==> src/rtl/core/sawarq_pkg.sv <==
// ----------------------------------------------------------------------------
// sawarq_pkg
// Shared types and constants of the stop-and-wait ARQ sender.
// ----------------------------------------------------------------------------
package sawarq_pkg;

    // fixed field widths
    localparam int PAYLOAD_MAX_BYTES = 20;
    localparam int PAYLOAD_MAX_W     = 8 * PAYLOAD_MAX_BYTES;
    localparam int SUM_W             = 13;   // signed sum of up to 20 signed bytes
    localparam int SEQ_W             = 32;
    localparam int TIMER_W           = 16;
    localparam int REQ_W             = 2;
    localparam int S_TDATA_W         = 224;
    localparam int M_TDATA_W         = 240;

    // request codes on s_tuser
    localparam logic [REQ_W-1:0] REQ_MSG    = 2'd0;
    localparam logic [REQ_W-1:0] REQ_ACK    = 2'd1;
    localparam logic [REQ_W-1:0] REQ_EXPIRE = 2'd2;

    // classified command handed from front to back
    typedef enum logic [1:0] {
        CMD_MSG,
        CMD_ACK,
        CMD_EXPIRE
    } cmd_kind_t;

    // result action codes on m_tuser
    typedef enum logic [1:0] {
        ACT_TRANSMIT,
        ACT_STOP,
        ACT_DROP
    } action_t;

    typedef struct packed {
        cmd_kind_t                kind;
        logic [PAYLOAD_MAX_W-1:0] payload;
        logic [SUM_W-1:0]         bsum;
        logic [SEQ_W-1:0]         ack_number;
    } cmd_t;

    // sign-extend a byte sum to sequence width
    function automatic logic [SEQ_W-1:0] sum_ext(input logic [SUM_W-1:0] s);
        return {{(SEQ_W - SUM_W){s[SUM_W-1]}}, s};
    endfunction

    // sign-extend one byte to sum width
    function automatic logic [SUM_W-1:0] byte_ext(input logic [7:0] b);
        return {{(SUM_W - 8){b[7]}}, b};
    endfunction

endpackage

==> src/rtl/core/sawarq_ram.sv <==
// ----------------------------------------------------------------------------
// sawarq_ram
// Generic single-write, single-read RAM with registered read data.
// ----------------------------------------------------------------------------
module sawarq_ram #(
    parameter int WIDTH = 8,
    parameter int DEPTH = 16
) (
    input  logic                                  aclk,
    input  logic                                  wr_en,
    input  logic [(DEPTH > 1 ? $clog2(DEPTH) : 1)-1:0] wr_addr,
    input  logic [WIDTH-1:0]                      wr_data,
    input  logic [(DEPTH > 1 ? $clog2(DEPTH) : 1)-1:0] rd_addr,
    output logic [WIDTH-1:0]                      rd_data
);

    logic [WIDTH-1:0] mem [DEPTH];

    // write port and registered read port
    always_ff @(posedge aclk) begin
        if (wr_en) begin
            mem[wr_addr] <= wr_data;
        end
        rd_data <= mem[rd_addr];
    end

endmodule

==> src/rtl/core/sawarq_back.sv <==
// ----------------------------------------------------------------------------
// sawarq_back
// Carries out commands: owns the in-flight packet, the pending queue and
// the sequence number, and drives the registered result channel.
// ----------------------------------------------------------------------------
module sawarq_back #(
    parameter int QUEUE_DEPTH   = 16,
    parameter int PAYLOAD_BYTES = 20
) (
    input  logic                             aclk,
    input  logic                             aresetn,
    input  logic                             cmd_valid,
    input  sawarq_pkg::cmd_t                 cmd,
    output logic                             cmd_ready,
    input  logic [sawarq_pkg::TIMER_W-1:0]   interval,
    output logic                             m_tvalid,
    input  logic                             m_tready,
    output logic [sawarq_pkg::M_TDATA_W-1:0] m_tdata,
    output logic [1:0]                       m_tuser
);
    import sawarq_pkg::*;

    localparam int AW = (QUEUE_DEPTH > 1) ? $clog2(QUEUE_DEPTH) : 1;
    localparam int CW = $clog2(QUEUE_DEPTH + 1);
    localparam int PW = 8 * PAYLOAD_BYTES;
    localparam int RW = PW + SUM_W;

    // state
    logic [AW-1:0]            head_reg, head_next;
    logic [AW-1:0]            tail_reg, tail_next;
    logic [CW-1:0]            count_reg, count_next;
    logic                     inflight_reg, inflight_next;
    logic [PAYLOAD_MAX_W-1:0] infl_pay_reg, infl_pay_next;
    logic [SUM_W-1:0]         infl_sum_reg, infl_sum_next;
    logic [SEQ_W-1:0]         seq_reg, seq_next;
    logic                     use_fwd_reg, use_fwd_next;
    logic [RW-1:0]            fwd_reg;

    // result register
    logic                     m_valid_reg, m_valid_next;
    action_t                  act_reg;
    logic [SEQ_W-1:0]         out_seq_reg;
    logic [SEQ_W-1:0]         out_chk_reg;
    logic [PAYLOAD_MAX_W-1:0] out_pay_reg;
    logic [TIMER_W-1:0]       out_tmr_reg;

    // result computed this cycle
    logic                     emit;
    action_t                  act;
    logic [SEQ_W-1:0]         out_seq;
    logic [SEQ_W-1:0]         out_chk;
    logic [PAYLOAD_MAX_W-1:0] out_pay;
    logic [TIMER_W-1:0]       out_tmr;

    logic                     fire;
    logic                     wr_en;
    logic [RW-1:0]            wr_data;
    logic [RW-1:0]            ram_rd;
    logic [RW-1:0]            head_data;
    logic [PAYLOAD_MAX_W-1:0] head_pay;
    logic [SUM_W-1:0]         head_sum;
    logic [SEQ_W-1:0]         seq_plus;

    function automatic logic [AW-1:0] ptr_inc(input logic [AW-1:0] p);
        return (p == AW'(QUEUE_DEPTH - 1)) ? '0 : p + 1'b1;
    endfunction

    assign cmd_ready = !m_valid_reg || m_tready;
    assign fire      = cmd_valid && cmd_ready;
    assign wr_data   = {cmd.bsum, cmd.payload[PW-1:0]};
    assign head_data = use_fwd_reg ? fwd_reg : ram_rd;
    assign head_pay  = PAYLOAD_MAX_W'(head_data[PW-1:0]);
    assign head_sum  = head_data[PW +: SUM_W];
    assign seq_plus  = seq_reg + 1'b1;

    // pending message store, read address tracks the next head
    sawarq_ram #(
        .WIDTH (RW),
        .DEPTH (QUEUE_DEPTH)
    ) u_pending (
        .aclk    (aclk),
        .wr_en   (wr_en),
        .wr_addr (tail_reg),
        .wr_data (wr_data),
        .rd_addr (head_next),
        .rd_data (ram_rd)
    );

    // command execution
    always_comb begin
        head_next     = head_reg;
        tail_next     = tail_reg;
        count_next    = count_reg;
        inflight_next = inflight_reg;
        infl_pay_next = infl_pay_reg;
        infl_sum_next = infl_sum_reg;
        seq_next      = seq_reg;
        wr_en         = 1'b0;
        emit          = 1'b0;
        act           = ACT_TRANSMIT;
        out_seq       = '0;
        out_chk       = '0;
        out_pay       = '0;
        out_tmr       = '0;
        if (fire) begin
            unique case (cmd.kind)
                CMD_MSG: begin
                    if (!inflight_reg) begin
                        inflight_next = 1'b1;
                        infl_pay_next = cmd.payload;
                        infl_sum_next = cmd.bsum;
                        emit          = 1'b1;
                        out_seq       = seq_reg;
                        out_chk       = seq_reg + sum_ext(cmd.bsum);
                        out_pay       = cmd.payload;
                        out_tmr       = interval;
                    end else if (count_reg == CW'(QUEUE_DEPTH)) begin
                        emit = 1'b1;
                        act  = ACT_DROP;
                    end else begin
                        wr_en      = 1'b1;
                        tail_next  = ptr_inc(tail_reg);
                        count_next = count_reg + 1'b1;
                    end
                end
                CMD_ACK: begin
                    if (inflight_reg && (cmd.ack_number == seq_reg)) begin
                        seq_next = seq_plus;
                        emit     = 1'b1;
                        if (count_reg != '0) begin
                            infl_pay_next = head_pay;
                            infl_sum_next = head_sum;
                            head_next     = ptr_inc(head_reg);
                            count_next    = count_reg - 1'b1;
                            out_seq       = seq_plus;
                            out_chk       = seq_plus + sum_ext(head_sum);
                            out_pay       = head_pay;
                            out_tmr       = interval;
                        end else begin
                            inflight_next = 1'b0;
                            act           = ACT_STOP;
                        end
                    end
                end
                CMD_EXPIRE: begin
                    if (inflight_reg) begin
                        emit    = 1'b1;
                        out_seq = seq_reg;
                        out_chk = seq_reg + sum_ext(infl_sum_reg);
                        out_pay = infl_pay_reg;
                        out_tmr = interval;
                    end
                end
                default: begin
                end
            endcase
        end
    end

    // forward a write that lands on the slot being read
    assign use_fwd_next = wr_en && (tail_reg == head_next);

    // result valid
    always_comb begin
        m_valid_next = m_valid_reg;
        if (cmd_ready) begin
            m_valid_next = emit;
        end
    end

    // control state
    always_ff @(posedge aclk) begin
        if (!aresetn) begin
            head_reg     <= '0;
            tail_reg     <= '0;
            count_reg    <= '0;
            inflight_reg <= 1'b0;
            seq_reg      <= '0;
            use_fwd_reg  <= 1'b0;
            m_valid_reg  <= 1'b0;
        end else begin
            head_reg     <= head_next;
            tail_reg     <= tail_next;
            count_reg    <= count_next;
            inflight_reg <= inflight_next;
            seq_reg      <= seq_next;
            use_fwd_reg  <= use_fwd_next;
            m_valid_reg  <= m_valid_next;
        end
    end

    // payload registers
    always_ff @(posedge aclk) begin
        infl_pay_reg <= infl_pay_next;
        infl_sum_reg <= infl_sum_next;
        if (wr_en) begin
            fwd_reg <= wr_data;
        end
        if (cmd_ready && emit) begin
            act_reg     <= act;
            out_seq_reg <= out_seq;
            out_chk_reg <= out_chk;
            out_pay_reg <= out_pay;
            out_tmr_reg <= out_tmr;
        end
    end

    assign m_tvalid = m_valid_reg;
    assign m_tuser  = act_reg;
    assign m_tdata  = {out_tmr_reg, out_pay_reg, out_chk_reg, out_seq_reg};

endmodule

==> config.mk <==
export PLATFORM = sky130hd
export DESIGN_NAME = sawarq_back
export DESIGN_NICKNAME = d
export VERILOG_FILES = /design/src/rtl/core/sawarq_pkg.sv /design/src/rtl/core/sawarq_ram.sv /design/src/rtl/core/sawarq_back.sv
export SDC_FILE = /design/constraint.sdc
export NUM_CORES = 2
export LEC_CHECK = 0
export BUFFER_PORTS_ARGS = -buffer_cell sky130_fd_sc_hd__buf_4
export CAP_MARGIN = 0
export CORE_MARGIN = 4
export CORE_UTILIZATION = 62
export DETAILED_ROUTE_END_ITERATION = 12
export GPL_TIMING_DRIVEN = 0
export PLACE_DENSITY = 0.8
export SETUP_SLACK_MARGIN = 0.5
export SYNTH_ARGS = -nofsm -noshare
export SYNTH_HDL_FRONTEND = slang
export SYNTH_HIERARCHICAL = 1
export SYNTH_SLANG_ARGS = --single-unit
==> constraint.sdc <==
create_clock -name aclk -period 25.9 [get_ports aclk]
set_clock_uncertainty 0.2 [all_clocks]
set_input_delay 0 -clock aclk [delete_from_list [all_inputs] [get_ports aclk]]
set_output_delay 0 -clock aclk [all_outputs]
set_load 0.02 [all_outputs]
# Word-level counts from Yosys, hierarchy flattened

Memories as Yosys holds them, arrays and structs flattened. A register that Yosys moved wholly into a read port is not among the register bits.
Cells that the tools add are included.

Multiply operators: 0
Muxes and demuxes: 60
Shifts and indexed selects: 0
Bitwise operators: 1
Reductions and logical operators: 14
Divide/modulo/power cells: 0
Eq/ne operators: 13
Magnitude comparators: 0
$add $sub $neg: 8

Operators by type and width:

| cell                                           | number |
|---|---|
| two-way mux 160 bit                            | 7 |
| one-hot mux 160 bit (3 select lines)           | 1 |
| one-hot mux 160 bit (2 select lines)           | 1 |
| two-way mux 32 bit                             | 8 |
| one-hot mux 32 bit (3 select lines)            | 2 |
| two-way mux 173 bit                            | 1 |
| adder 32 bit                                   | 3 |
| two-way mux 16 bit                             | 4 |
| one-hot mux 16 bit (3 select lines)            | 1 |
| two-way mux 13 bit                             | 3 |
| adder 32 x 1 -> 32 bit (second input constant) | 1 |
| == test 32 bit                                 | 1 |
| one-hot mux 13 bit (2 select lines)            | 1 |
| two-way mux 4 bit                              | 6 |
| two-way mux 5 bit                              | 4 |
| two-way mux 1 bit                              | 15 |
| != test 2 bit (second input constant)          | 6 |
| one-hot mux 5 bit (2 select lines)             | 1 |
| adder 4 x 1 -> 4 bit (second input constant)   | 2 |
| == test 4 bit (second input constant)          | 2 |
| AND reduction 4 bit                            | 2 |
| AND reduction 6 bit                            | 1 |
| adder 5 x 1 -> 5 bit (second input constant)   | 1 |
| == test 5 bit (second input constant)          | 1 |
| other kinds (17)                               | 21 |

Memories kept: 1
Output and inout port bits: 244
Latch bits: 0
Register bits: 636
Bits in read-only memories: 0
Memory bits (writable): 2,768
Word-level logic and storage cells: 112

Memories:

| name          | depth | width | read ports | clocked after memory_dff | write ports | RTL line         | source |
|---|---|---|---|---|---|---|---|
| u_pending.mem | 16    | 173   | 1          | 1                        | 1           | sawarq_ram.sv:17 | `logic [WIDTH-1:0] mem [DEPTH];` |

# Longest topological paths before layout

Depth after elaboration: 8
Mapped depth: 19
Mapped depth without buffers: 17

# Cells and area by module

The synthesis kept the hierarchy.

By module, submodules not included:

| module      | times used | cells an instance | area each (um^2) |
|---|---|---|---|
| sawarq_ram  | 1          | 4,513             | 107,260.4 |
| sawarq_back | 1          | 3,095             | 34,030.1 |

# Worst setup path after synthesis

Ideal clock, no wire load.

Kind: register to register
Start point: reg m_valid_reg, in the netlist m_tvalid
End point: mem u_pending/mem[12][0] (netlist name), enable pin
Setup slack: 3.050 ns
Setup time: 0.916 ns
Period minus slack after synthesis: 22.850 ns
Arrival: 21.734 ns
Stages on the path, launching flop included: 9
Cell sequence: dfxtp_1 -> nor2b_1 -> inv_1 -> nand2_1 -> or2_2 -> clkbuf_1 -> nor2_1 -> nand3_1 -> nor3_1

Cells in the longest elaborated chain, start to end: 6

Ends and longest elaborated chain:

| element                                 | RTL line           | source |
|---|---|---|
| from (decl)                             | sawarq_back.sv:40  | `logic m_valid_reg, m_valid_next;` |
| from (signal assigned)                  | sawarq_back.sv:188 | `m_valid_reg <= m_valid_next;` |
| zero test 1 bit                         | sawarq_back.sv:68  | `assign cmd_ready = !m_valid_reg \|\| m_tready;` |
| logical OR 1 bit                        | sawarq_back.sv:68  |  |
| via cmd_ready                           | sawarq_back.sv:14  | `output logic cmd_ready,` |
| logical AND 1 bit                       | sawarq_back.sv:69  | `assign fire = cmd_valid && cmd_ready;` |
| two-way mux 1 bit                       | sawarq_back.sv:105 | `if (fire) begin` |
| via wr_en                               | sawarq_back.sv:56  | `logic wr_en;` |
| two-way mux 1 bit                       | sawarq_ram.sv:21   | `if (wr_en) begin` |
| two-way mux 1 bit (implied by the code) | sawarq_ram.sv:22   | `mem[wr_addr] <= wr_data;` |
| to (decl)                               | sawarq_ram.sv:17   |  |

The timed path passes the listed nets, and every way through them passes these cells.

# Worst setup path after layout

Start point: reg seq_reg[5]
End point: reg u_pending.rd_data[29] (read register of u_pending.mem)

Cells in the longest elaborated chain, start to end: 5

Ends and longest elaborated chain:

| element                | RTL line           | source |
|---|---|---|
| from (decl)            | sawarq_back.sv:35  | `logic [SEQ_W-1:0] seq_reg, seq_next;` |
| from (signal assigned) | sawarq_back.sv:186 | `seq_reg <= seq_next;` |
| == test 32 bit         | sawarq_back.sv:127 | `if (inflight_reg && (cmd.ack_number == seq_reg)) begin` |
| logical AND 1 bit      | sawarq_back.sv:127 |  |
| two-way mux 4 bit      | sawarq_back.sv:127 |  |
| two-way mux 4 bit      | sawarq_back.sv:106 | `unique case (cmd.kind)` |
| two-way mux 4 bit      | sawarq_back.sv:105 |  |
| via head_next[0]       | sawarq_back.sv:29  | `logic [AW-1:0] head_reg, head_next;` |
| to (decl)              | sawarq_ram.sv:14   | `output logic [WIDTH-1:0] rd_data` |

The timed path passes the listed nets, and every way through them passes these cells.
A chain may end at the register's enable or synchronous reset.

==> flow_summary.ini <==
[synthesis]
top_area_cells_in_the_synthesized_netlist = edfxtp_1 71%, mux4_2 10%, dfxtp_1 3.1%
yosysTopAreaCellShare_pct = 71.33
synth.avg_cell_area_sq_um = 18.57
synth_edf_count = 3356
cells_after_synth = 7608
yosysTopAreaCell = edfxtp_1
synth-warning-count = 6
ys.flop_type = edfxtp_1
synth_fp_nets = 7937
postSynthRegisterBits = 3577
synthesis.area_sq_mm = 0.1413
asyncSetResetFlopFracSynth_pct = 0
synthDistinctLibCells = 84
synth_seq_area_share_pct = 74.46

[die]
coreArea_sq_mm = 0.2258
rows = 174
design.die.area_sq_mm = 0.2356
start_util_pct = 62.58
die_h_um = 485.4
floorplan.die.width_um = 485.4
io-pin-count = 471

[worst_setup_path]
critical_path_peak_fanout = 10
crit_path_most_repeated_cell = buf_2
timing_worst_setup_path_type = flip-flop to flip-flop
worstPathArrival_ns = 8.45
slowest_stage = o21ai_0
critical_path_s_largest_stage_delay_ns = 1.20
r2r_setup_slack_ns = 18.00
cp_top_family = buffers and inverters
sum_of_buffers_and_inverters_on_the_critical_path = 7
cp-start-kind = flip-flop
endpoint_kind = flip-flop
cp.required_ns = 26.44
critical_path.cell_chain = clkbuf_1, xnor2_1, nand4_1, or4_1, nor4_2, dlygate4sd3_1, and2_1, nand2_1, a311oi_1, a21oi_1, inv_1, buf_2, buf_6, buf_2, buf_2, mux2_2, o221ai_1, o21ai_0

[finish]
flip_flop_count_of_the_largest_register_after_layout = 2768
fillerInstances = 11500
most-common-layout-cells = 3356 x edfxtp_1, 650 x mux4_2, 520 x buf_4, 480 x a22oi_1, 471 x dlygate4sd3_1
finalInstanceArea_sq_mm = 0.1689
multi_input_area_sq_mm = 0.03412
areaGrowthSynthToFinish_pct = 19.52
final_layout_size_suffix_gt1_share_pct = 22.95
most_common_cell_after_layout_fill_and_taps_aside = edfxtp_1
final_cells = 12490
finish.utilization_pct = 74.80
num-nets-final = 9474
layout.area.seq_sq_mm = 0.1052

[place]
hpwl_mm = 278.3
place.gp.congestion = 0.9210
dp_cells = 11300
placement_stage_worst_setup_slack_ns = 18.47
placedInstanceArea_sq_mm = 0.1525
port-buffer-count = 469

[routing]
final_antenna_net_count = 0
via_per_inst = 7.234
wire_per_inst_um = 38.39
drtPass1Iterations = 9
routed_via_count = 90360
route.final.wire_length_mm = 479.6
remaining_drc_errors = 0
initialDrtViolationCount = 16310

[job]
timing.max_cap.violations = 14

[clock_network]
cts.path.max_buffers = 4
worst_skew_pair.late_latency_ns = 1.01
clk_pin_slew_ns = 0.06
cts_sinks = 3577
tritoncts = done
cts_repair_resize_count = 0
clock-root-buffer = clkbuf_16
cts.htree.levels = 5
clock_buffers_created_by_tritoncts = 357

[grt]
wire_length_of_the_first_global_routing_pass_mm = 672.6
largest_net_degree_at_the_start_of_global_routing = 31
first_global_vias = 90560
grt.total_usage_pct = 40.48
total_congestion_overflow_after_global_routing = 0
antenna_found_initial = 65

[power_and_ir_drop]
power.share.sequential_pct = 53.1
total_leakage_power_nw = 55.11
power-per-cell-area_mw_per_mm2 = 70.88
power.internal_mw = 9.428
combinationalPowerShare_pct = 3.3
finalPower_mw = 11.97
power_frac_clock_pct = 43.6
p_sw_share_pct = 21.23
ir_drop_uv = 67.25
switchingPower_mw = 2.542

[status]
violations = capacitance limit, slew limit
outcome = finished, violations left

[sta]
final-hold-violation-count = 0
final_period_util_pct = 30.52
tightest_slew_margin_relative_to_the_limit_pct = -20.68
final.setup.worst_slack_ns = 18.00
layout_min_cycle_time_ns = 7.904
worstMarginPinSlew_ns = 1.791
maxClockFrequency_mhz = 126.5
final_sum_of_negative_setup_slack_ns = 0
fin_worst_hold_slack_ns = 0.004803
grt_setup_unrepaired = false
fin_max_slew_vios = 95
finalSetupViolations = 0

[min_path]
hp-class = primary input to flip-flop
-- worst register-to-register path: cells and delay by family (launching register included) --
kind                   cells  cell delay (ns)
AND/OR/NAND/NOR            5             1.97
XOR/XNOR                   1             0.25
AO/OA/AOI/OAI              4             1.83
flip-flops                 1             0.54
multiplexers               1             0.27
buffers and inverters      7             2.62
-- worst paths after layout --
check / start / to / cells after the start
worst max-delay path: seq_reg[5] / u_pending/rd_data[29] / 18
worst min-delay path: cmd[116] / out_pay_reg[71] / 5
worst max register to register: seq_reg[5] / u_pending/rd_data[29] / 18
worst min register to register: count_reg[4] / count_reg[4] / 2
-- routing by layer --
layer | track usage (%) | share of wire [%]
met4 | 27.14 | 8.7
met5 | 0.4630 | 0.083
met2 | 62.71 | 46
met1 | 49.06 | 30
met3 | 13.22 | 15
-- final cells by class --
type                            count  share of cell area, %
Clock inverter                    158                 0.8809
Tap cell                         2992                  2.217
Antenna cell                       72                 0.1067
Clock buffer                      482                  5.883
Timing Repair Buffer             1178                  7.139
Sequential cell                  3577                  62.30
Inverter                           44                0.09780
Buffer                            437                  1.178
Multi-Input combinational cell   3550                  20.20
-- power by group through the flow --
stage | Combinational (mW) | Sequential [mW] | Clock, mW
after floorplan | 0.0866 | 6.51 | 0
after global placement | 0.276 | 6.51 | 0
after detailed placement | 0.302 | 6.48 | 0
after CTS | 0.374 | 6.36 | 5.14
after global routing | 0.412 | 6.36 | 5.46
final | 0.397 | 6.36 | 5.21
-- Yosys cell counts (11+ instances only) --
cell / n
o21ai_0: 435
nor2b_1: 48
o21a_1: 11
buf_2: 84
nor3_1: 32
nor2_1: 130
mux2i_1: 199
or4_1: 11
nor4_1: 11
o22ai_1: 20
nand3_1: 42
mux2_2: 88
and3_1: 18
and2_1: 205
a22oi_1: 480
buf_1: 27
xnor2_1: 107
ha_1: 98
o21bai_1: 11
or3_1: 30
o31ai_1: 11
nand4_1: 20
clkbuf_1: 275
a31oi_1: 12
a21o_1: 29
nand2b_1: 35
o221ai_1: 28
a221oi_1: 16
buf_4: 42
nand2_1: 446
dfxtp_1: 221
a211oi_1: 15
a21oi_1: 129
a21boi_0: 24
edfxtp_1: 3356
mux4_2: 650
xor2_1: 59
inv_1: 43
-- cell families after synthesis --
family / Yosys count / synth area share (%)
AOI/OAI and AO/OA: 1277 / 5.854
xor gates and xnor gates: 169 / 1.072
and+or+nand+nor: 1064 / 3.706
DFF: 3577 / 74.46
muxes: 937 / 12.47
buffers and inverters: 481 / 1.507
adders and majority gates: 103 / 0.9316
-- timing repair --
action	4_1_cts	5_1_grt
hold endpoints to repair	3691	1
buffers inserted	0	0
hold buffers	470	1
No activity file was read; power rests on OpenSTA's default activity.
