--- src/rtl/core/sawarq_pkg.sv ---
// ----------------------------------------------------------------------------
// sawarq_pkg
// Shared types and constants of the stop-and-wait ARQ sender.
// ----------------------------------------------------------------------------
package sawarq_pkg;

    // fixed field widths
    localparam int PAYLOAD_MAX_BYTES = 20;
    localparam int PAYLOAD_MAX_W     = 8 * PAYLOAD_MAX_BYTES;
    localparam int SUM_W             = 13;   // signed sum of up to 20 signed bytes
    localparam int SEQ_W             = 32;
    localparam int TIMER_W           = 16;
    localparam int REQ_W             = 2;
    localparam int S_TDATA_W         = 224;
    localparam int M_TDATA_W         = 240;

    // request codes on s_tuser
    localparam logic [REQ_W-1:0] REQ_MSG    = 2'd0;
    localparam logic [REQ_W-1:0] REQ_ACK    = 2'd1;
    localparam logic [REQ_W-1:0] REQ_EXPIRE = 2'd2;

    // classified command handed from front to back
    typedef enum logic [1:0] {
        CMD_MSG,
        CMD_ACK,
        CMD_EXPIRE
    } cmd_kind_t;

    // result action codes on m_tuser
    typedef enum logic [1:0] {
        ACT_TRANSMIT,
        ACT_STOP,
        ACT_DROP
    } action_t;

    typedef struct packed {
        cmd_kind_t                kind;
        logic [PAYLOAD_MAX_W-1:0] payload;
        logic [SUM_W-1:0]         bsum;
        logic [SEQ_W-1:0]         ack_number;
    } cmd_t;

    // sign-extend a byte sum to sequence width
    function automatic logic [SEQ_W-1:0] sum_ext(input logic [SUM_W-1:0] s);
        return {{(SEQ_W - SUM_W){s[SUM_W-1]}}, s};
    endfunction

    // sign-extend one byte to sum width
    function automatic logic [SUM_W-1:0] byte_ext(input logic [7:0] b);
        return {{(SUM_W - 8){b[7]}}, b};
    endfunction

endpackage

--- src/rtl/core/sawarq_front.sv ---
// ----------------------------------------------------------------------------
// sawarq_front
// Accepts input beats, masks the payload, sums its bytes and checks
// acknowledgement checksums, then hands commands to the queue.
// ----------------------------------------------------------------------------
module sawarq_front #(
    parameter int PAYLOAD_BYTES = 20
) (
    input  logic                              s_tvalid,
    output logic                              s_tready,
    input  logic [sawarq_pkg::S_TDATA_W-1:0]  s_tdata,
    input  logic [sawarq_pkg::REQ_W-1:0]      s_tuser,
    input  logic                              q_full,
    output logic                              push_valid,
    output sawarq_pkg::cmd_t                  push_cmd
);
    import sawarq_pkg::*;

    logic [PAYLOAD_MAX_W-1:0] payload;
    logic [SUM_W-1:0]         gsum [5];
    logic [SUM_W-1:0]         total;
    logic [SEQ_W-1:0]         ack_number;
    logic [SEQ_W-1:0]         ack_check;
    logic                     ack_ok;
    logic                     keep;

    assign ack_number = s_tdata[191:160];
    assign ack_check  = s_tdata[223:192];

    // zero bytes beyond the payload length
    always_comb begin
        for (int i = 0; i < PAYLOAD_MAX_BYTES; i++) begin
            payload[i*8 +: 8] = (i < PAYLOAD_BYTES) ? s_tdata[i*8 +: 8] : 8'h00;
        end
    end

    // byte sum as a two-level tree of groups of four
    always_comb begin
        for (int g = 0; g < 5; g++) begin
            gsum[g] = byte_ext(payload[(g*4)*8 +: 8])     + byte_ext(payload[(g*4+1)*8 +: 8])
                    + byte_ext(payload[(g*4+2)*8 +: 8]) + byte_ext(payload[(g*4+3)*8 +: 8]);
        end
        total = gsum[0] + gsum[1] + gsum[2] + gsum[3] + gsum[4];
    end

    assign ack_ok = ((ack_number + sum_ext(total)) == ack_check);

    // classify the request
    always_comb begin
        push_cmd.payload    = payload;
        push_cmd.bsum       = total;
        push_cmd.ack_number = ack_number;
        unique case (s_tuser)
            REQ_MSG: begin
                push_cmd.kind = CMD_MSG;
                keep          = 1'b1;
            end
            REQ_ACK: begin
                push_cmd.kind = CMD_ACK;
                keep          = ack_ok;
            end
            REQ_EXPIRE: begin
                push_cmd.kind = CMD_EXPIRE;
                keep          = 1'b1;
            end
            default: begin
                push_cmd.kind = CMD_MSG;
                keep          = 1'b0;
            end
        endcase
    end

    assign s_tready   = !q_full;
    assign push_valid = s_tvalid && !q_full && keep;

endmodule

--- config.mk ---
export PLATFORM = sky130hd
export DESIGN_NAME = sawarq_front
export DESIGN_NICKNAME = d
export VERILOG_FILES = /design/src/rtl/core/sawarq_pkg.sv /design/src/rtl/core/sawarq_front.sv
export SDC_FILE = /design/constraint.sdc
export NUM_CORES = 1
export LEC_CHECK = 0
export ABC_AREA = 1
export BUFFER_PORTS_ARGS = -buffer_cell sky130_fd_sc_hd__buf_2
export CAP_MARGIN = 15
export CORE_AREA = 2 2 168 170
export DETAILED_ROUTE_END_ITERATION = 7
export DIE_AREA = 0 0 170 172
export PLACE_DENSITY_LB_ADDON = 0.1
export SLEW_MARGIN = 20
export SYNTH_ARGS = -nofsm -noshare
export SYNTH_HDL_FRONTEND = slang
export SYNTH_SLANG_ARGS = --single-unit
--- constraint.sdc ---
create_clock -name vclk -period 20.2
set_input_delay 0 -clock vclk [all_inputs]
set_output_delay 0 -clock vclk [all_outputs]
set_load 0.01 [all_outputs]
Word-level counts from Yosys, hierarchy flattened
Cells that the tools add are included.
- register bits: 0
- input bits: 228
- logic and storage cells: 30
- $add $sub $neg: 20
- equality and inequality tests: 3
- muxes and demuxes: 2
- reductions and logical operators: 5
- operator list (operator ; number):
    $add 10x8->11 ; 5
    $add 9x8->10 ; 5
    $add 8x8->9 ; 5
    $add 32x32->32 ; 1
    $eq 32x32->1 ; 1
    $add 13x13->13 ; 2
    $add 12x11->13 ; 1
    $add 11x11->12 ; 1
    $pmux 2 s2 ; 1
    $eq 2x1->1 const B ; 1
    $eq 2x2->1 const B ; 1
    $logic_and 1x1->1 ; 2
    $logic_not 2->1 ; 1
    $pmux 1 s2 ; 1
    $reduce_or 2->1 ; 1
    $logic_not 1->1 ; 1

Depth between registers and ports, before layout
Gate-level depths: netlist of run 1.
- depth in word-level cells: 11
- mapped depth: 49
- depth with buffers taken out: 49

Worst setup path before layout of run 1
Ideal clock, no wire load.
- path type: input port to output port
- from: in s_tdata[129] in the netlist's numbering
- to: out push_valid
- data arrival time: 8.161 ns
- path slack: 12.039 ns
- stages: 46
- path buffers: 0
- cell sequence: inv_1 fa_1 fa_1 inv_1 ha_1 inv_1 fa_1 o21ai_0 a21oi_1 inv_1 a21oi_1 nor2_1 nor2_1 nor2_1 nor2_1 xor2_1 fa_1 fa_1 [... 10 more ...] inv_1 nand3_1 nand2_1 ha_1 nand2_1 nor2_1 inv_1 nor2_1 nand4_1 nand4_1 nand2_1 nand2_1 nand2_1 nor2_1 nand2_1 nor2_1 nand4_1 a21oi_1
- RTL lines (what ; RTL line ; text):
    start, declared ; sawarq_front.sv:11 ; input logic [sawarq_pkg::S_TDATA_W-1:0] s_tdata,
    end, declared ; sawarq_front.sv:14 ; output logic push_valid,

Worst setup path in the final report of run 1
- from: in s_tdata[129] in the netlist's numbering
- to: out push_valid
- word-level cells in the longest chain between the ends: 8
- ends and longest elaborated chain (what ; RTL line ; text):
    $add 8x8->9 ; sawarq_front.sv:40 ; gsum[g] = byte_ext(payload[(g*4)*8 +: 8]) + byte_ext(payload[(g*4+1)*8 +: 8])
    $add 9x8->10 ; sawarq_front.sv:41 ; + byte_ext(payload[(g*4+2)*8 +: 8]) + byte_ext(payload[(g*4+3)*8 +: 8]);
    $add 10x8->11 ; sawarq_front.sv:41 ;
    $add 13x13->13 ; sawarq_front.sv:43 ; total = gsum[0] + gsum[1] + gsum[2] + gsum[3] + gsum[4];
    $add 32x32->32 ; sawarq_front.sv:46 ; assign ack_ok = ((ack_number + sum_ext(total)) == ack_check);
    $eq 32x32->1 ; sawarq_front.sv:46 ;
    $pmux 1 s2 ; sawarq_front.sv:53 ; unique case (s_tuser)
    $logic_and 1x1->1 ; sawarq_front.sv:74 ; assign push_valid = s_tvalid && !q_full && keep;
Every way passes these cells.

==> results of run 1 <==
-- cells by family (layout without fill, tap and decap cells) --
group / after synthesis / after routing / synth area share
compound gates: 101 / 101 / 0.06319
xor+xnor: 51 / 51 / 0.05002
fa+ha+maj: 214 / 214 / 0.4209
buf+inv: 480 / 725 / 0.2825
other cells: 0 / 5 / 0
simple gates: 379 / 379 / 0.1834
-- synthesized netlist by cell type (5+ instances only) --
cell type	n	share of area
nor3_1	5	0.0028
nor2_1	64	0.027
buf_4	192	0.16
nor2_2	6	0.0042
nand3_2	5	0.0056
ha_1	70	0.098
nand2_1	209	0.088
xnor2_1	22	0.022
nand2_2	10	0.0070
a21oi_1	52	0.029
xor2_1	29	0.028
inv_1	286	0.12
nand3_1	55	0.031
o21ai_0	27	0.015
fa_1	144	0.32
nand4_1	14	0.0098
nand3b_1	5	0.0042
-- placed cells by master, fill, tap and decap left out, types with 2 or more instances in the layout --
cell,count
a21oi_2,2
nand2_1,209
a21o_1,4
a211oi_1,2
o21bai_1,2
nand2_2,10
xor2_1,29
inv_1,286
nand3b_1,5
nor2_1,64
inv_2,2
a21oi_1,52
buf_2,437
ha_1,70
o21ai_1,2
a21boi_0,4
xnor2_1,22
o21ai_0,27
nor3_1,5
nand3_1,55
or2_2,2
fa_1,144
nand2b_1,2
diode_2,5
nor2_2,6
nand3_2,5
nand4_1,14
a31oi_1,2
-- metrics by stage --
stage,worst slack [ps],util
3_5_place_dp,10230,0.3679
6_report,10250,0.3684
3_3_place_gp,10220,0.3679
4_1_cts,10190,0.3679
5_1_grt,9459,0.3681
2_1_floorplan,12040,-
-- worst min path at each step --
stage | startpoint | end | slack, ps | cells after the start
detailed placement | s_tdata[137] | push_cmd[182] | 200 | 2
floorplan | s_tuser[1] | push_cmd[205] | 50 | 1
finish | s_tdata[179] | push_cmd[19] | 200 | 2
global route | s_tdata[148] | push_cmd[193] | 210 | 2
global placement | s_tdata[137] | push_cmd[182] | 200 | 2
CTS | s_tdata[137] | push_cmd[182] | 200 | 2
-- critical path, delay by kind of cell --
kind / cells / cell delay (ps)
AND/OR/NAND/NOR: 20 / 2910
XOR/XNOR: 1 / 150
adder cells (fa/ha/maj): 11 / 4970
AO/OA/AOI/OAI: 6 / 1100
buffers and inverters: 10 / 790
-- final cells by class --
cell class	count	area (sq um)	share of cell area
multi-input combinational	745	6407	0.6331
timing repair buffer	437	2187	0.2161
inverter	288	1081	0.1068
tap	346	432.9	0.04277
antenna	5	12.51	0.001236
-- routing by layer --
| layer | global-route usage | wire length, um | part of all wire | vias to the layer above |
|---|---|---|---|---|
| met4 | 0.008175 | 76 | 0.0027 | 8 |
| li1 | - | - | - | 3996 |
| met2 | 0.3361 | 13310 | 0.47 | 241 |
| met5 | 0 | 48 | 0.0017 | - |
| met3 | 0.02838 | 1725 | 0.061 | 10 |
| met1 | 0.2573 | 13020 | 0.46 | 3697 |
==> metrics.yaml, run 1 <==
place:
  dp.final_hpwl_um: 27110
  dpl_cell_area_sq_mm: 0.01011
  port-buffer-count: 437
  gp_congestion: 0.9156
  dp.cells: 1816
clock_tree:
  ctsResizeCount: 0
  ctsHoldBuffers: 0
  cts_setup_buffers: 0
hold_path:
  hold_class: "in2out"
sta:
  whs_ps: 202.5
  period_needed_ps: 9954
  finalMaxSlewViolations: 0
  grt_setup_unrepaired: "no"
  setup_tns_ps: 0
  setup_viol: 0
  slew_headroom: 0.4159
  fin_crit_sh: 0.4928
  tightest_slew_ps: 874.0
  hold_viol: 0
  clock.fmax_mhz: 100.5
finish:
  finalNonFillerCells: 1821
  seq_cells: 0
  nNetsFinal: 1914
  seq_area_sq_um: 0
  design_area_sq_mm: 0.01012
  clock_buffers: 0
  syn2layout_area_growth_pct: 13.34
  final_layout_size_suffix_gt1_frac: 0.3163
  fillCellCount: 3053
critical_path:
  endpoint: "push_valid"
  cpPeakStageDelay_ps: 640
  endpoint_kind: "output pin"
  critPathRequiredTime_ps: 20200
  path_class: "in2out"
  cp-start-kind: "input pin"
  worst-path-max-fanout: 20
  path_common_cell: "nor2_1"
  cp-startpoint: "s_tdata[129]"
  cp_slowest_cell: "ha_1"
  cp.arrival_ps: 9950
global_route:
  grt_pass1_wl_um: 42840
  grt_max_degree: 21
  antenna_found_initial: 9
  overflow: 0
  grt_pass1_vias: 8073
  grt.total_usage: 0.1894
logic_synthesis:
  netlist_instances: 1225
  yosysWarnings: 0
  yosysSeqAreaShare: 0
  synth.distinct_cells: 33
  syn_nets: 1667
  syn_avg_cell_area_sq_um: 7.290
  syn_area_sq_mm: 0.008930
routing:
  drtIter0Drc: 258
  vias_per_cell: 4.367
  drc: 0
  ant_nets: 0
  dr.pass1.iters: 6
  routed_wl_um: 28170
  via_count: 7952
  routedWlPerCell_um: 15.47
floorplanning:
  io_pins: 437
  die_x_um: 170
  rows: 61
  start_util: 0.3250
  die_area_sq_mm: 0.02924
  core_area_sq_mm: 0.02748
  die_h_um: 172
run:
  cap_violations: 0
outcome:
  status: "complete, no violations"
Power of run 1 is left out: the tool's default activity adds up to more than one toggle a clock period on the data nets, which glitch-free logic cannot reach.
==> run 2: changes to the inputs <==
ABC_AREA = 0   (was 1)
CORE_AREA = 2 2 170 172   (was 2 2 168 170)
DIE_AREA = 0 0 172 174   (was 0 0 170 172)
clock period = 9.4 ns   (was 20.2 ns; I/O delays follow)
==> run 2 against run 1 <==
  * The run now ends with setup timing left
  * Setup slack lost 10000 ps
  * Sequential share of layout area is the same
  * Cell count shrank 4.7%
  * Critical path type unchanged
  * Flip-flop and latch count is the same
  * Synthesized cell count shrank 20%
  * Count of clock-buffer cells in the layout is the same
  * Die area grew 2.4%
==> metrics.yaml, run 2 <==
routing:
  maxUsedRoutingLayer: "met4"
  wl_met1_um: 12140
  via_count: 7527
  ant_nets: 0
  drtIter0Drc: 209
  routed_wl_um: 26550
  dr.pass1.iters: 4
  vias_per_cell: 4.338
  wl_met2_um: 13090
  drc: 0
  routedWlPerCell_um: 15.30
  wl_met3_um: 1255
global_route:
  grt_pass1_wl_um: 39530
  grt_max_degree: 15
  antenna_found_initial: 0
  grt.total_usage: 0.1677
  grt_pass1_vias: 7485
  overflow: 0
sta:
  clock.fmax_mhz: 105.2
  hold_viol: 0
  fin_crit_sh: 1.011
  finalMaxSlewViolations: 0
  layout_setup_ws_ps: -106.0
  slew_headroom: 0.5198
  period_needed_ps: 9506
  setup_viol: 1
  setup_tns_ps: -106.0
  grt_setup_unrepaired: "yes"
  tightest_slew_ps: 713.8
critical_path:
  cpPeakStageDelay_ps: 550
  critPathRequiredTime_ps: 9400
  worst-path-max-fanout: 7
  cp_slowest_cell: "fa_1"
  path_class: "in2out"
  path_common_cell: "fa_1"
  cp.arrival_ps: 9510
  cp-start-kind: "input pin"
  endpoint_kind: "output pin"
  cp-startpoint: "s_tdata[145]"
logic_synthesis:
  synth_top_cells_by_area: "fa_1 34%, buf_4 17%, ha_1 10%"
  ys_top_cells_by_count: "196 x inv_1, 192 x buf_4, 144 x fa_1"
  syn_nets: 1423
  synth.distinct_cells: 70
  synth_top_area_cell: "fa_1"
  yosysSeqAreaShare: 0
  netlist_instances: 981
  netlist.area_leader.share: 0.3409
  yosysWarnings: 0
  syn_avg_cell_area_sq_um: 8.621
  synth_most_common_cell: "inv_1"
  syn_area_sq_mm: 0.008457
hold_path:
  hold_path_startpoint: "s_tdata[137]"
  hold_class: "in2out"
finish:
  design_area_sq_mm: 0.01121
  clock_buffers: 0
  seq_cells: 0
  diodes: 0
  final_cell_mix: "435 x buf_2, 183 x inv_1, 143 x fa_1, 133 x buf_4, 53 x ha_1"
  nNetsFinal: 1795
  final_layout_size_suffix_gt1_frac: 0.4907
  seq_area_sq_um: 0
  syn2layout_area_growth_pct: 32.58
  final_common_cell: "buf_2"
floorplanning:
  core_area_sq_mm: 0.02824
  rows: 62
  start_util: 0.2995
  io_pins: 437
  die_x_um: 172
  die_h_um: 174
  die_area_sq_mm: 0.02993
clock_tree:
  ctsHoldBuffers: 0
place:
  dp.final_hpwl_um: 24880
  gp_congestion: 0.8914
  port-buffer-count: 437
  dpl_cell_area_sq_mm: 0.01062
run:
  cap_violations: 0
outcome:
  status: "finished, violations left"
  violations: "setup timing"
[run 2: final timing paths]
| path | endpoint | slack, ps | cells past startpoint |
|---|---|---|---|
| hold / removal | push_cmd[182] | 180 | 2 |
| setup / recovery | push_valid | -110 | 46 |
[run 2: per-layer routing]
metal  track usage  up-vias
met5             0        -
met4             0        0
met3      0.005692        4
met2        0.2977      263
met1        0.2407     3573
li1              -     3687
[run 2: cell type report]
| type | count | area, sq um |
|---|---|---|
| inverter | 196 | 738.2 |
| multi-input combinational | 580 | 6709 |
| tap | 384 | 480.5 |
| timing repair buffer | 575 | 3284 |
| fill | 3073 | 17030 |
[run 2: per-stage QoR]
step / cells / setup slack, ps / util / hold WS, ps
floorplan: 981 / 64.43 / - / 43.51
global placement: 1728 / -597.4 / 0.3760 / 200.5
detailed placement: 1728 / -641.5 / 0.3760 / 199.4
CTS: 1728 / -527.1 / 0.3773 / 200.1
global route: 1735 / -550.5 / 0.3971 / 196.9
finish: 1735 / -106.0 / 0.3971 / 184.5
[run 2: logic make-up after synthesis]
kind of cell / synth area share
compound gates: 0.1286
xor+xnor: 0.07309
fa+ha+maj: 0.4444
buf+inv: 0.2656
mux: 0.003847
simple gates: 0.08448
[run 2: critical path: cells and delay by family]
kind | cells | cell delay [ps]
AND/OR/NAND/NOR | 8 | 1420
AO/OA/AOI/OAI | 11 | 1950
buffers and inverters | 14 | 1300
adder cells (fa/ha/maj) | 11 | 4370
XOR/XNOR | 2 | 470
[run 2: what timing repair did]
action / in CTS / in global routing
buffers inserted: 0 / 7
gates cloned: 0 / 1
pin swaps: 3 / 65
gates resized for setup: 9 / 95
endpoints found under the setup margin: 1 / 1
Power of run 2 is left out for the same reason.
==> run 3: changes to the inputs <==
==> constraint.sdc (replaced) <==
create_clock -name vclk -period 9.4
set_input_delay 0.47 -clock vclk [all_inputs]
set_output_delay 0.47 -clock vclk [all_outputs]
set_load 0.01 [all_outputs]
==> run 3 against run 2 <==
  * The flow still finishes with violations (setup timing)
  * Hold slack improved by 940 ps
  * First-iteration DRC count decreased by 4.8%
  * Core utilization is 1.9 points higher
  * Non-clock buffer count is 61 higher
  * Sequential share of layout area did not move
  * Critical path type unchanged
  * Critical endpoint unchanged
  * Highest routed layer unchanged
==> metrics.yaml, run 3 (synthesized netlist as in run 2, its figures left out) <==
outcome:
  status: "finished, violations left"
  violations: "setup timing"
global_route:
  grt_max_degree: 10
  grt_pass1_vias: 7629
  grt.total_usage: 0.1688
  antenna_found_initial: 1
  overflow: 0
  grt_pass1_wl_um: 39800
finish:
  syn2layout_area_growth_pct: 38.90
  final_layout_size_suffix_gt1_frac: 0.5142
  finalNonFillerCells: 1797
  multiInputGateArea_sq_mm: 0.006751
  fillCellCount: 2999
  final_cell_mix: "436 x buf_2, 191 x inv_1, 189 x buf_4, 142 x fa_1, 52 x ha_1"
  final_common_cell: "buf_2"
  clock_buffers: 0
  nNetsFinal: 1856
  seq_area_sq_um: 0
  seq_cells: 0
critical_path:
  cp_slowest_cell: "fa_1"
  critPathRequiredTime_ps: 8930
  path_common_cell: "buf_4"
  cpLargestDelayFamily: "adder cells"
  worst-path-max-fanout: 6
  crit_cells: 43
  endpoint_kind: "output pin"
  cp.arrival_ps: 9750
  path_class: "in2out"
  path_buf_inv: 16
  cp-startpoint: "s_tdata[146]"
  cpPeakStageDelay_ps: 560
  endpoint: "push_valid"
  cp-start-kind: "input pin"
sta:
  setup_viol: 1
  grt_setup_unrepaired: "yes"
  layout_setup_ws_ps: -823.3
  tightest_slew_ps: 677.4
  period_needed_ps: 10220
  fin_crit_sh: 1.088
  finalMaxSlewViolations: 0
  hold_viol: 0
  slew_headroom: 0.5442
  clock.fmax_mhz: 97.82
place:
  port-buffer-count: 437
  dp.final_hpwl_um: 25010
  gp_congestion: 0.8717
  dp.cells: 1779
floorplanning:
  die_h_um: 174
  start_util: 0.2995
  rows: 62
  die_x_um: 172
  io_pins: 437
  die_area_sq_mm: 0.02993
  core_area_sq_mm: 0.02824
routing:
  routed_wl_um: 26420
  vias_per_cell: 4.264
  drc: 0
  drtIter0Drc: 199
  via_count: 7663
  ant_nets: 0
  dr.pass1.iters: 4
  routedWlPerCell_um: 14.70
hold_path:
  hold_class: "in2out"
  hold_path_startpoint: "s_tdata[145]"
run:
  cap_violations: 0
## run 3: cell types whose count changed in the layout (fill, tap and decap cells not counted), sizes merged
cell    before  now
clkbuf       1    0
buf        574  636
diode        0    1
## run 3: repair_timing
action                     CTS  global route
setup endpoints to repair    1             1
cloned                       1             0
pin swaps                   51            49
hold buffers                 0             0
setup buffers               14             3
gates resized for setup     67            32
## run 3: metal layers
layer	part of all wire	routed length, um	GRT usage	up-vias
li1	-	-	-	3823
met1	0.47	12300	0.2409	3605
met2	0.49	12980	0.2997	231
met3	0.040	1062	0.005237	4
met4	0.0027	72	0.003852	0
met5	0	0	0	-
## run 3: layout make-up
| cell class | count | area share |
|---|---|---|
| timing repair buffer | 636 | 0.3215 |
| inverter | 196 | 0.06263 |
| multi-input combinational | 580 | 0.5748 |
| antenna | 1 | 0.0002130 |
| tap | 384 | 0.04090 |
## run 3: how the worst min path moves through the flow
stage | endpoint | slack (ps) | depth (start not counted)
3_5_place_dp | push_cmd[188] | 1140 | 2
5_1_grt | push_cmd[190] | 1140 | 2
6_report | push_cmd[190] | 1130 | 2
3_3_place_gp | push_cmd[188] | 1140 | 2
2_1_floorplan | s_tready | 980 | 1
4_1_cts | push_cmd[190] | 1130 | 2
## run 3: per-stage QoR
stage	TNS [ps]	setup WS (ps)	cell area, sq um	utilization	hold WS (ps)
floorplan	-591.8	-591.8	8494	-	983.5
global placement	-1649	-1649	11040	0.3911	1141
detailed placement	-1599	-1599	11040	0.3911	1141
CTS	-1096	-1096	11530	0.4083	1126
global route	-1270	-1270	11750	0.4160	1137
finish	-823.3	-823.3	11750	0.4160	1126
Power of run 3 is left out for the same reason.
